$ cat config.mk
export PLATFORM = sky130hd
export DESIGN_NAME = clbs_ctrl
export DESIGN_NICKNAME = d
export VERILOG_FILES = /design/src/hw/rtl/clbs_pkg.sv /design/src/hw/rtl/clbs_ctrl.sv
export SDC_FILE = /design/constraint.sdc
export NUM_CORES = 1
export LEC_CHECK = 0
export ABC_CLOCK_PERIOD_IN_PS = 1670
export BUFFER_PORTS_ARGS = -buffer_cell sky130_fd_sc_hd__buf_2
export CAP_MARGIN = 30
export CORE_AREA = 2 2 39 41
export DETAILED_ROUTE_END_ITERATION = 10
export DIE_AREA = 0 0 41 43
export GPL_TIMING_DRIVEN = 0
export HOLD_SLACK_MARGIN = 0.02
export PLACE_DENSITY_LB_ADDON = 0.25
export SLEW_MARGIN = 20
export SYNTH_ARGS = -nofsm -noshare
export SYNTH_HDL_FRONTEND = slang
export SYNTH_SLANG_ARGS = --single-unit
export TNS_END_PERCENT = 5
$ cat constraint.sdc
create_clock -name clk_i -period 1.67 [get_ports clk_i]
set_clock_uncertainty 0.15 [all_clocks]
set_input_delay 0.2505 -clock clk_i [delete_from_list [all_inputs] [get_ports clk_i]]
set_output_delay 0.2505 -clock clk_i [all_outputs]
set_load 0.05 [all_outputs]
$ cat src/hw/rtl/clbs_pkg.sv
package clbs_pkg;

  localparam int MaxEntries   = 256;
  localparam int FractionBits = 16;

  localparam int ValW   = FractionBits + 1;          // Q1.16 word
  localparam int AddrW  = $clog2(MaxEntries);        // table address
  localparam int CntW   = $clog2(MaxEntries + 1);    // search count / first
  localparam int IdxFw  = 8;                         // entry_index field
  localparam int CfgW   = 9;                         // entries_in_use register
  localparam int ResW   = 9;                         // spike_index field

  localparam logic [CfgW-1:0] CfgReset = CfgW'(256);

  localparam logic CmdLoad = 1'b0;
  localparam logic CmdDraw = 1'b1;

  // controller -> datapath
  typedef struct packed {
    logic load;   // write table entry
    logic start;  // latch draw value, issue first probe
    logic step;   // compare probe, issue next
    logic emit;   // load result into output register
  } clbs_cmd_t;

  // datapath -> controller
  typedef struct packed {
    logic empty;  // clamped count is zero
    logic last;   // current step finishes the search
  } clbs_sts_t;

endpackage

$ cat src/hw/rtl/clbs_ctrl.sv
module clbs_ctrl import clbs_pkg::*; (
  input  logic      clk_i,
  input  logic      rst_ni,
  input  logic      in_valid_i,
  output logic      in_stall_o,
  input  logic      command_i,
  output logic      out_valid_o,
  input  logic      out_stall_i,
  input  clbs_sts_t sts_i,
  output clbs_cmd_t cmd_o
);

  typedef enum logic [1:0] {
    StIdle,
    StSearch,
    StHold
  } state_e;

  state_e state_q, state_d;
  logic   out_valid_q, out_valid_d;
  logic   in_fire;
  logic   slot_free;

  assign in_stall_o = (state_q != StIdle);
  assign in_fire    = in_valid_i && !in_stall_o;
  assign slot_free  = !out_valid_q || !out_stall_i;

  always_comb begin
    state_d     = state_q;
    cmd_o       = '0;
    out_valid_d = out_valid_q && out_stall_i;
    unique case (state_q)
      StIdle: begin
        if (in_fire) begin
          if (command_i == CmdDraw) begin
            cmd_o.start = 1'b1;
            // nothing to search: first stays zero
            state_d = sts_i.empty ? StHold : StSearch;
          end else begin
            cmd_o.load = 1'b1;
          end
        end
      end
      StSearch: begin
        cmd_o.step = 1'b1;
        if (sts_i.last) begin
          state_d = StHold;
        end
      end
      StHold: begin
        if (slot_free) begin
          cmd_o.emit  = 1'b1;
          out_valid_d = 1'b1;
          state_d     = StIdle;
        end
      end
      default: begin
        state_d = StIdle;
      end
    endcase
  end

  always_ff @(posedge clk_i or negedge rst_ni) begin
    if (!rst_ni) begin
      state_q     <= StIdle;
      out_valid_q <= 1'b0;
    end else begin
      state_q     <= state_d;
      out_valid_q <= out_valid_d;
    end
  end

  assign out_valid_o = out_valid_q;

endmodule

Yosys cells after proc, flatten, opt, wreduce, memory -nomap -nowiden --
Cells that the tools add are included.
Storage, ports and cells: bits in registers 3, word-level logic and storage cells 32, input port bits 7, output and inout port bits 6
Operators by class: muxes and demuxes 15, eq/ne operators 6, reduce and logical (&&, ||, !) cells 9
Operators by type and width (count):
- 2-bit two-way mux | 7
- 2-bit inequality test, second input constant | 4
- 1-bit two-way mux | 7
- 2-bit case mux with 3 select lines | 1
- 4-bit AND reduction | 1
- 1-bit logical NOT | 3
- 2-bit by 1-bit == test with 1-bit output, second input constant | 1
- 2-bit == test, second input constant | 1
- 1-bit logical AND | 2
- 2-bit logical NOT | 1
- 2-bit nonzero test | 1
- 1-bit logical OR | 1

Longest topological paths before layout --
Gate-level depths: netlist of run 1.
depth in word-level cells 5, gate-level depth with buffers 2, gate-level depth less buffers 2

Least setup slack after synthesis of run 1 --
OpenSTA, ideal clock, no wires.
kind register to output, start point reg state_q[1], end point out cmd_o[3] (netlist name), data arrival time 2056 ps, path slack -787 ps, buffers on the path 0, required time 1270 ps, stages on the path, launching flop included 3, cells stage by stage dfrtp_1 -> or2_1 -> nor3b_1
RTL lines:
- start, declared | line clbs_ctrl.sv:19 | state_e state_q, state_d;
- start signal, assigned | line clbs_ctrl.sv:65 | state_q <= StIdle;
- start signal, assigned | line clbs_ctrl.sv:68 | state_q <= state_d;
- end, declared | line clbs_ctrl.sv:10 | output clbs_cmd_t cmd_o

==> summary.md, run 1 <==
| Metric | Value |
|---|---|
| Number of global-route vias before repair | 232 |
| I/O pins | 13 |
| Simple logic cell fraction of the synthesized area | 45.3% |
| Mux cell area share after synthesis | 0% |
| Fmax | 0.597 GHz |
| Nets | 41 |
| Failing checks | setup timing |
| WL/cell | 10.3 µm |
| Cell Pwr Density | 1130 nW/µm² |
| Gr usage total | 8.45% |
| Startpoint Class | flip-flop |
| FF+latch count, synth | 3 |
| Maxcap violations | 0 |
| Die X | 41 µm |
| Critical path arrival | 1.28 ns |
| Syn Area/Cell | 10.9 µm² |
| RR Endpoint | state_q[1] |
| Antenna viol nets, final | 0 |
| Core ar. | 1380 µm² |
| Synth unique cells | 11 |
| Leakage dissipation | 0.160 nW |
| Synth area leaders | dfrtp_1, or2b_1, and4bb_1 |
| Period minus WS final | 1.68 ns |
| Sequential power share | 26.3% |
| Hold_sp | out_stall_i |
| Die area | 1760 µm² |
| CP Max Fanout | 6 |
| Clock Sink Count | 3 |
| Post-Route Utilization | 23.5% |
| Largest family of logic cells by synthesized area | simple AND/OR/NAND/NOR gates |
| Sw Pwr | 144 µW |
| Clk_lat worst skew | 0.23 ns |
| GPL Wtd Cong | 0.685 |
| Most frequent cells in the layout | buf_2, clkbuf_4 |
| First-pass GRT wire length | 938 µm |
| CTS Buf Count | 3 |
| Internal | 224 µW |
| Port buffer count | 12 |
| GR Overflow Total | 0 |
| Maximum clock path buffer count | 2 |
| Switching Share | 39.2% |
| Initial antenna violation count | 0 |
| Die height | 43 µm |
| Sequential share of the synthesized area | 43.2% |
| Antenna cell count | 0 |
| CTS root buffer | clkbuf_4 |
| Starting DRT DRC Count | 1 |
| Tot Pwr | 368 µW |
| Syn Inst Count | 16 |
| Largest net degree at the start of global routing | 8 |
| Worst slew pin tran | 0.249 ns |
| H-tree levels | 1 |
| WP data required | 1.27 ns |
| Hold Crit Class | in -> reg |
| Clk network pwr share | 34.4% |
| Status | finished, violations left |
| Critical setup path kind | reg -> out |
| R2R Path Start | state_q[0] |
| Hold Path Depth | 3 |
| Via density | 4.02 |
| Worst setup EP type | output port |
| Hold Vio Cnt, Final | 0 |
| Synth Area in XOR/XNOR | 0% |
| Yosys warning total | 0 |
| Starting Density | 12.6% |
| Final Routed Wirelength | 507 µm |
| Via count | 197 |
| RSZ-0062 raised after global routing | yes |
| Yosys top cell area share | 43.2% |
| R2R Setup Slk | 0.44 ns |
| Most common cell after layout, fill and taps aside | buf_2 |
| Worst vdd ir | 0.000360 V |
| Rows | 14 |
| Clock slew at reported path FFs | 0.04 ns |
| R2R depth | 2 |
| DRC | 0 |
| Cell Area, Synth | 174 µm² |
| Synth Area in Compound Gates | 11.5% |
| # setup viols final | 1 |
| Hold worst-path end | out_valid_o |
| Area Growth Syn to Fin | 87.1% |
| Layout cell share with drive strength beyond 1 | 63.6% |
| Pre-CTS WS | 0.128 ns |
| Setup TNS | -0.00615 ns |
| Crit share post-route | 100% |
| Area leader, netlist | dfrtp_1 |
| TritonCTS clock tree | yes |
| Final Max Slew Viols | 0 |
| Postcts setup bufs | 0 |
| Synthesized net count | 23 |
| Filler cell count | 155 |
| Relative slew slack | 83.5% |
| Logic pwr share | 39.3% |
| Final WS setup | -0.00615 ns |
| Drt first pass iters | 2 |
| Synth Area in Adders | 0% |
## metal layers
| layer | part of all wire (%) | GRT usage (%) |
|---|---|---|
| met2 | 42 | 11.9 |
| met3 | 17 | 4.19 |
| met5 | 0 | 0 |
| met1 | 38 | 8.41 |
| met4 | 2.8 | 8.00 |
## cell usage after synthesis
cell       number
a221o_1         1
nand2_1         2
dfrtp_1         3
and4bb_1        1
and4b_2         1
and2b_1         1
or2b_1          2
nor3b_1         1
nand4bb_1       1
or2_1           1
a21oi_1         2
## how the worst max path moves through the flow
stage                          start  slack, ns  endpoint  cells past startpoint
final                     state_q[1]     -0.006  cmd_o[3]                      3
after global routing      state_q[1]      -0.07  cmd_o[3]                      3
after floorplan           state_q[1]      -0.14  cmd_o[3]                      2
after global placement    state_q[1]       0.15  cmd_o[3]                      3
after detailed placement  state_q[1]       0.13  cmd_o[3]                      3
after CTS                 state_q[0]      -0.03  cmd_o[3]                      3
## per-stage QoR
step	cell area (µm²)	hold slack, ns	cells
2_1_floorplan	189	-0.195	16
3_3_place_gp	269	-0.105	44
3_5_place_dp	269	-0.101	44
4_1_cts	317	0.0985	49
5_1_grt	325	0.122	49
6_report	325	0.104	49
## critical path: stages, from the launching register on
cell and delay [ns]:
dfrtp_2 0.42, or2_4 0.27, nor3b_4 0.17, buf_6 0.18
## power by group through the flow
stage | registers, mW | logic [mW] | clock network, mW
6_report | 0.0969 | 0.145 | 0.127
3_3_place_gp | 0.0945 | 0.131 | 0
3_5_place_dp | 0.0968 | 0.132 | 0
2_1_floorplan | 0.110 | 0.0825 | 0
5_1_grt | 0.101 | 0.152 | 0.145
4_1_cts | 0.0963 | 0.142 | 0.135
## cell families (layout without fill, tap and decap cells)
group                  after synthesis  count (layout)
buffers and inverters                0              17
AO/OA/AOI/OAI                        3               3
AND/OR/NAND/NOR                     10              10
flip-flops                           3               3
## area by class of cell
| class | instances | area (µm²) | area share [%] |
|---|---|---|---|
| multi-input combinational | 13 | 116 | 35.8 |
| timing repair buffer | 13 | 85.1 | 26.2 |
| sequential | 3 | 77.6 | 23.8 |
| clock buffer | 4 | 26.3 | 8.08 |
| tap | 16 | 20.0 | 6.15 |
## sequential cells by signal, summed over array words and instances (netlist names)
signal,flops
out_valid_o,1
state_q,2
## timing repair
item | in CTS | in global routing
hold endpoints to repair | 3 | 0
hold buffers | 1 | 0
pin swaps | 2 | 1
endpoints found under the setup margin | 2 | 3
gates resized for setup | 4 | 5
No activity file was read; power rests on OpenSTA's default activity.
==> run 2: changes to the inputs <==
--- a/config.mk
+++ b/config.mk
@@ -5,6 +5,7 @@
 export SDC_FILE = /design/constraint.sdc
 export NUM_CORES = 1
 export LEC_CHECK = 0
+export ABC_AREA = 1
 export ABC_CLOCK_PERIOD_IN_PS = 1670
 export BUFFER_PORTS_ARGS = -buffer_cell sky130_fd_sc_hd__buf_2
 export CAP_MARGIN = 30
@@ -13,6 +14,7 @@
 export DIE_AREA = 0 0 41 43
 export GPL_TIMING_DRIVEN = 0
 export HOLD_SLACK_MARGIN = 0.02
+export MAX_ROUTING_LAYER = met4
 export PLACE_DENSITY_LB_ADDON = 0.25
 export SLEW_MARGIN = 20
 export SYNTH_ARGS = -nofsm -noshare
==> summary.md, run 2 <==
| Metric | Value |
|---|---|
| Cell Area, Synth | 193 µm² (was 174 µm²) |
| R2R Path Start | state_q[0] (unchanged) |
| Area Growth Syn to Fin | 64.3% (was 87.1%) |
| Period minus WS final | 1.57 ns (was 1.68 ns) |
| Layout cell share with drive strength beyond 1 | 42.6% (was 63.6%) |
| Crit share post-route | 94.3% (was 100%) |
| Synth unique cells | 11 (unchanged) |
| Hold_sp | out_stall_i (unchanged) |
| Max FFs per register | 2 (unchanged) |
| Count leader, synth | nand2_1 (was dfrtp_1) |
| Leakage dissipation | 0.196 nW (was 0.160 nW) |
| Drt first pass iters | 2 (unchanged) |
| Syn Area/Cell | 6.42 µm² (was 10.9 µm²) |
| Number of global-route vias before repair | 224 (was 232) |
| I/O pins | 13 (unchanged) |
| Via density | 3.65 (was 4.02) |
| Worst setup EP type | output port (unchanged) |
| Synth area leaders | dfrtp_1, nand2_1, nor2_1 (was dfrtp_1, or2b_1, and4bb_1) |
| Number of flops mapped to enable cells by yosys | 0 (unchanged) |
| Biggest register | state_q (unchanged) |
| GRT met3 Usage | 6.28% (was 4.19%) |
| Area leader, netlist | dfrtp_1 (unchanged) |
| Antenna cell count | 0 (unchanged) |
| Most common cell after layout, fill and taps aside | nand2_1 (was buf_2) |
| Critical setup path kind | reg -> out (unchanged) |
| Filler cell count | 166 (was 155) |
| GPL Wtd Cong | 0.662 (was 0.685) |
| Starting DRT DRC Count | 5 (was 1) |
| DRC | 0 (unchanged) |
| Global routing met2 resource utilization | 8.44% (was 11.9%) |
| Worst vdd ir | 0.000428 V (was 0.000360 V) |
| Synthesized net count | 37 (was 23) |
| Most Used Layer, Global Route | met2 (unchanged) |
| Hold worst-path end | out_valid_o (unchanged) |
| R2R Setup Slk | 0.58 ns (was 0.44 ns) |
| Hold Crit Class | in -> reg (unchanged) |
| Met1 usage | 7.07% (was 8.41%) |
| Post-detail-place hpwl | 353 µm |
| Most frequent cells in the layout | nand2_1, buf_2, inv_1, nor2_1, clkbuf_4 (was buf_2, clkbuf_4) |
| Fmax | 0.635 GHz (was 0.597 GHz) |
| Post-Place Cells | 58 (was 44) |
| # setup viols final | 0 (was 1) |
| Top cells by count, synth | nand2_1, nor2_1, inv_1 (was dfrtp_1, a21oi_1, nand2_1, or2b_1) |
| Yosys warning total | 0 (unchanged) |
| Cell Pwr Density | 2220 nW/µm² (was 1130 nW/µm²) |
| Status | complete, no violations (was finished, violations left) |
| Postcts setup bufs | 0 (unchanged) |
| Placed standard-cell area | 275 µm² (was 269 µm²) |
| CP startpoint | state_q[0] (was state_q[1]) |
| H-tree levels | 1 (unchanged) |
| Clock Sink Count | 3 (unchanged) |
| Final Routed Wirelength | 457 µm (was 507 µm) |
| Final Max Slew Viols | 0 (unchanged) |
| Clk_lat worst skew | 0.23 ns (about the same) |
| Maxcap violations | 0 (unchanged) |
| Sequential cell area | 75.1 µm² (was 77.6 µm²) |
| TritonCTS clock tree | yes (unchanged) |
| Design Area, Final | 317 µm² (was 325 µm²) |
| Syn Inst Count | 30 (was 16) |
| Rows | 14 (unchanged) |
| FF+latch count, synth | 3 (unchanged) |
| R2R depth | 4 (was 2) |
| Worst slew pin tran | 0.247 ns (was 0.249 ns) |
| GR Overflow Total | 0 (unchanged) |
| Initial antenna violation count | 0 (unchanged) |
| Ys async rst share | 100% (unchanged) |
| CTS root buffer | clkbuf_4 (unchanged) |
| Tot Pwr | 701 µW (was 368 µW) |
| Die height | 43 µm (unchanged) |
| Port buffer count | 12 (unchanged) |
| Clock slew at reported path FFs | 0.04 ns (about the same) |
| Setup TNS | 0 ns (was -0.00615 ns) |
| Gr usage total | 7.20% (was 8.45%) |
| Critical path arrival | 1.17 ns (was 1.28 ns) |
| Hold Path Depth | 3 (unchanged) |
| Maximum clock path buffer count | 2 (unchanged) |
| Core ar. | 1380 µm² (unchanged) |
| Post-Route Utilization | 22.9% (was 23.5%) |
| Antenna viol nets, final | 0 (unchanged) |
| Hold Vio Cnt, Final | 0 (unchanged) |
| Sequential share of the synthesized area | 39.0% (was 43.2%) |
| Relative slew slack | 83.7% (was 83.5%) |
| Nets | 55 (was 41) |
| Multi-input gate area | 95.1 µm² (was 116 µm²) |
| Post-route insts no fill | 63 (was 49) |
| Die X | 41 µm (unchanged) |
| Via count | 230 (was 197) |
| CTS Buf Count | 3 (unchanged) |
| Yosys top cell area share | 39.0% (was 43.2%) |
| Die area | 1760 µm² (unchanged) |
| WL/cell | 7.25 µm (was 10.3 µm) |
| Top FF cell, synth | dfrtp_1 (unchanged) |
| First-pass GRT wire length | 759 µm (was 938 µm) |
| RR Endpoint | state_q[0] (was state_q[1]) |
| RSZ-0062 raised after global routing | no (was yes) |
| Startpoint Class | flip-flop (unchanged) |
| Starting Density | 13.9% (was 12.6%) |
| CP Max Fanout | 5 (was 6) |
| WP data required | 1.27 ns (about the same) |
| Largest net degree at the start of global routing | 6 (was 8) |
-- run 2: timing repair --
action / CTS / global route
resized for setup: 0 / 3
endpoints found under the setup margin: 0 / 2
hold buffers: 1 / 0
endpoints found under the hold margin: 3 / 0
-- run 2: logic make-up after synthesis --
logic type	after synthesis	share of synthesized area (%)
buffers and inverters	6	13.0
DFF	3	39.0
AOI/OAI and AO/OA	1	4.55
and+or+nand+nor	20	43.5
-- run 2: power breakdown --
group / internal [mW] / leakage (nW) / switching, mW
logic: 0.111 / 0.143 / 0.328
registers: 0.105 / 0.0385 / 0.0305
clock network: 0.0895 / 0.0150 / 0.0372
-- run 2: layout make-up --
class	instances	share of cell area, %
repair buffers	13	23.7
inverters	6	7.91
well taps	16	6.32
clock buffers	4	8.30
multi-input cells	21	30.0
flip-flops and latches	3	23.7
-- run 2: stage by stage --
step                worst slack [ns]  hold slack (ns)
finish                        0.0960            0.104
detailed placement             0.307           -0.101
global route                 0.00291            0.114
global placement               0.301           -0.102
CTS                           0.0546           0.0972
floorplan                    -0.0867           -0.195
-- run 2: per-layer routing --
metal	wire, µm	vias up
met3	50	2
met2	187	13
met1	205	92
met4	13	0
met5	0	-
li1	-	123
-- run 2: critical path, stage by stage, from the launching register on --
cell	delay (ns)
dfrtp_1	0.42
nor2_1	0.15
inv_1	0.08
nor2_2	0.07
clkbuf_4	0.22
-- run 2: worst max-delay path by stage --
stage                          end  slack [ns]  cells past startpoint
after detailed placement  cmd_o[0]        0.31                      4
after global routing      cmd_o[0]       0.003                      4
final                     cmd_o[0]         0.1                      4
after CTS                 cmd_o[0]        0.05                      4
after global placement    cmd_o[3]        0.30                      4
after floorplan           cmd_o[2]       -0.09                      3
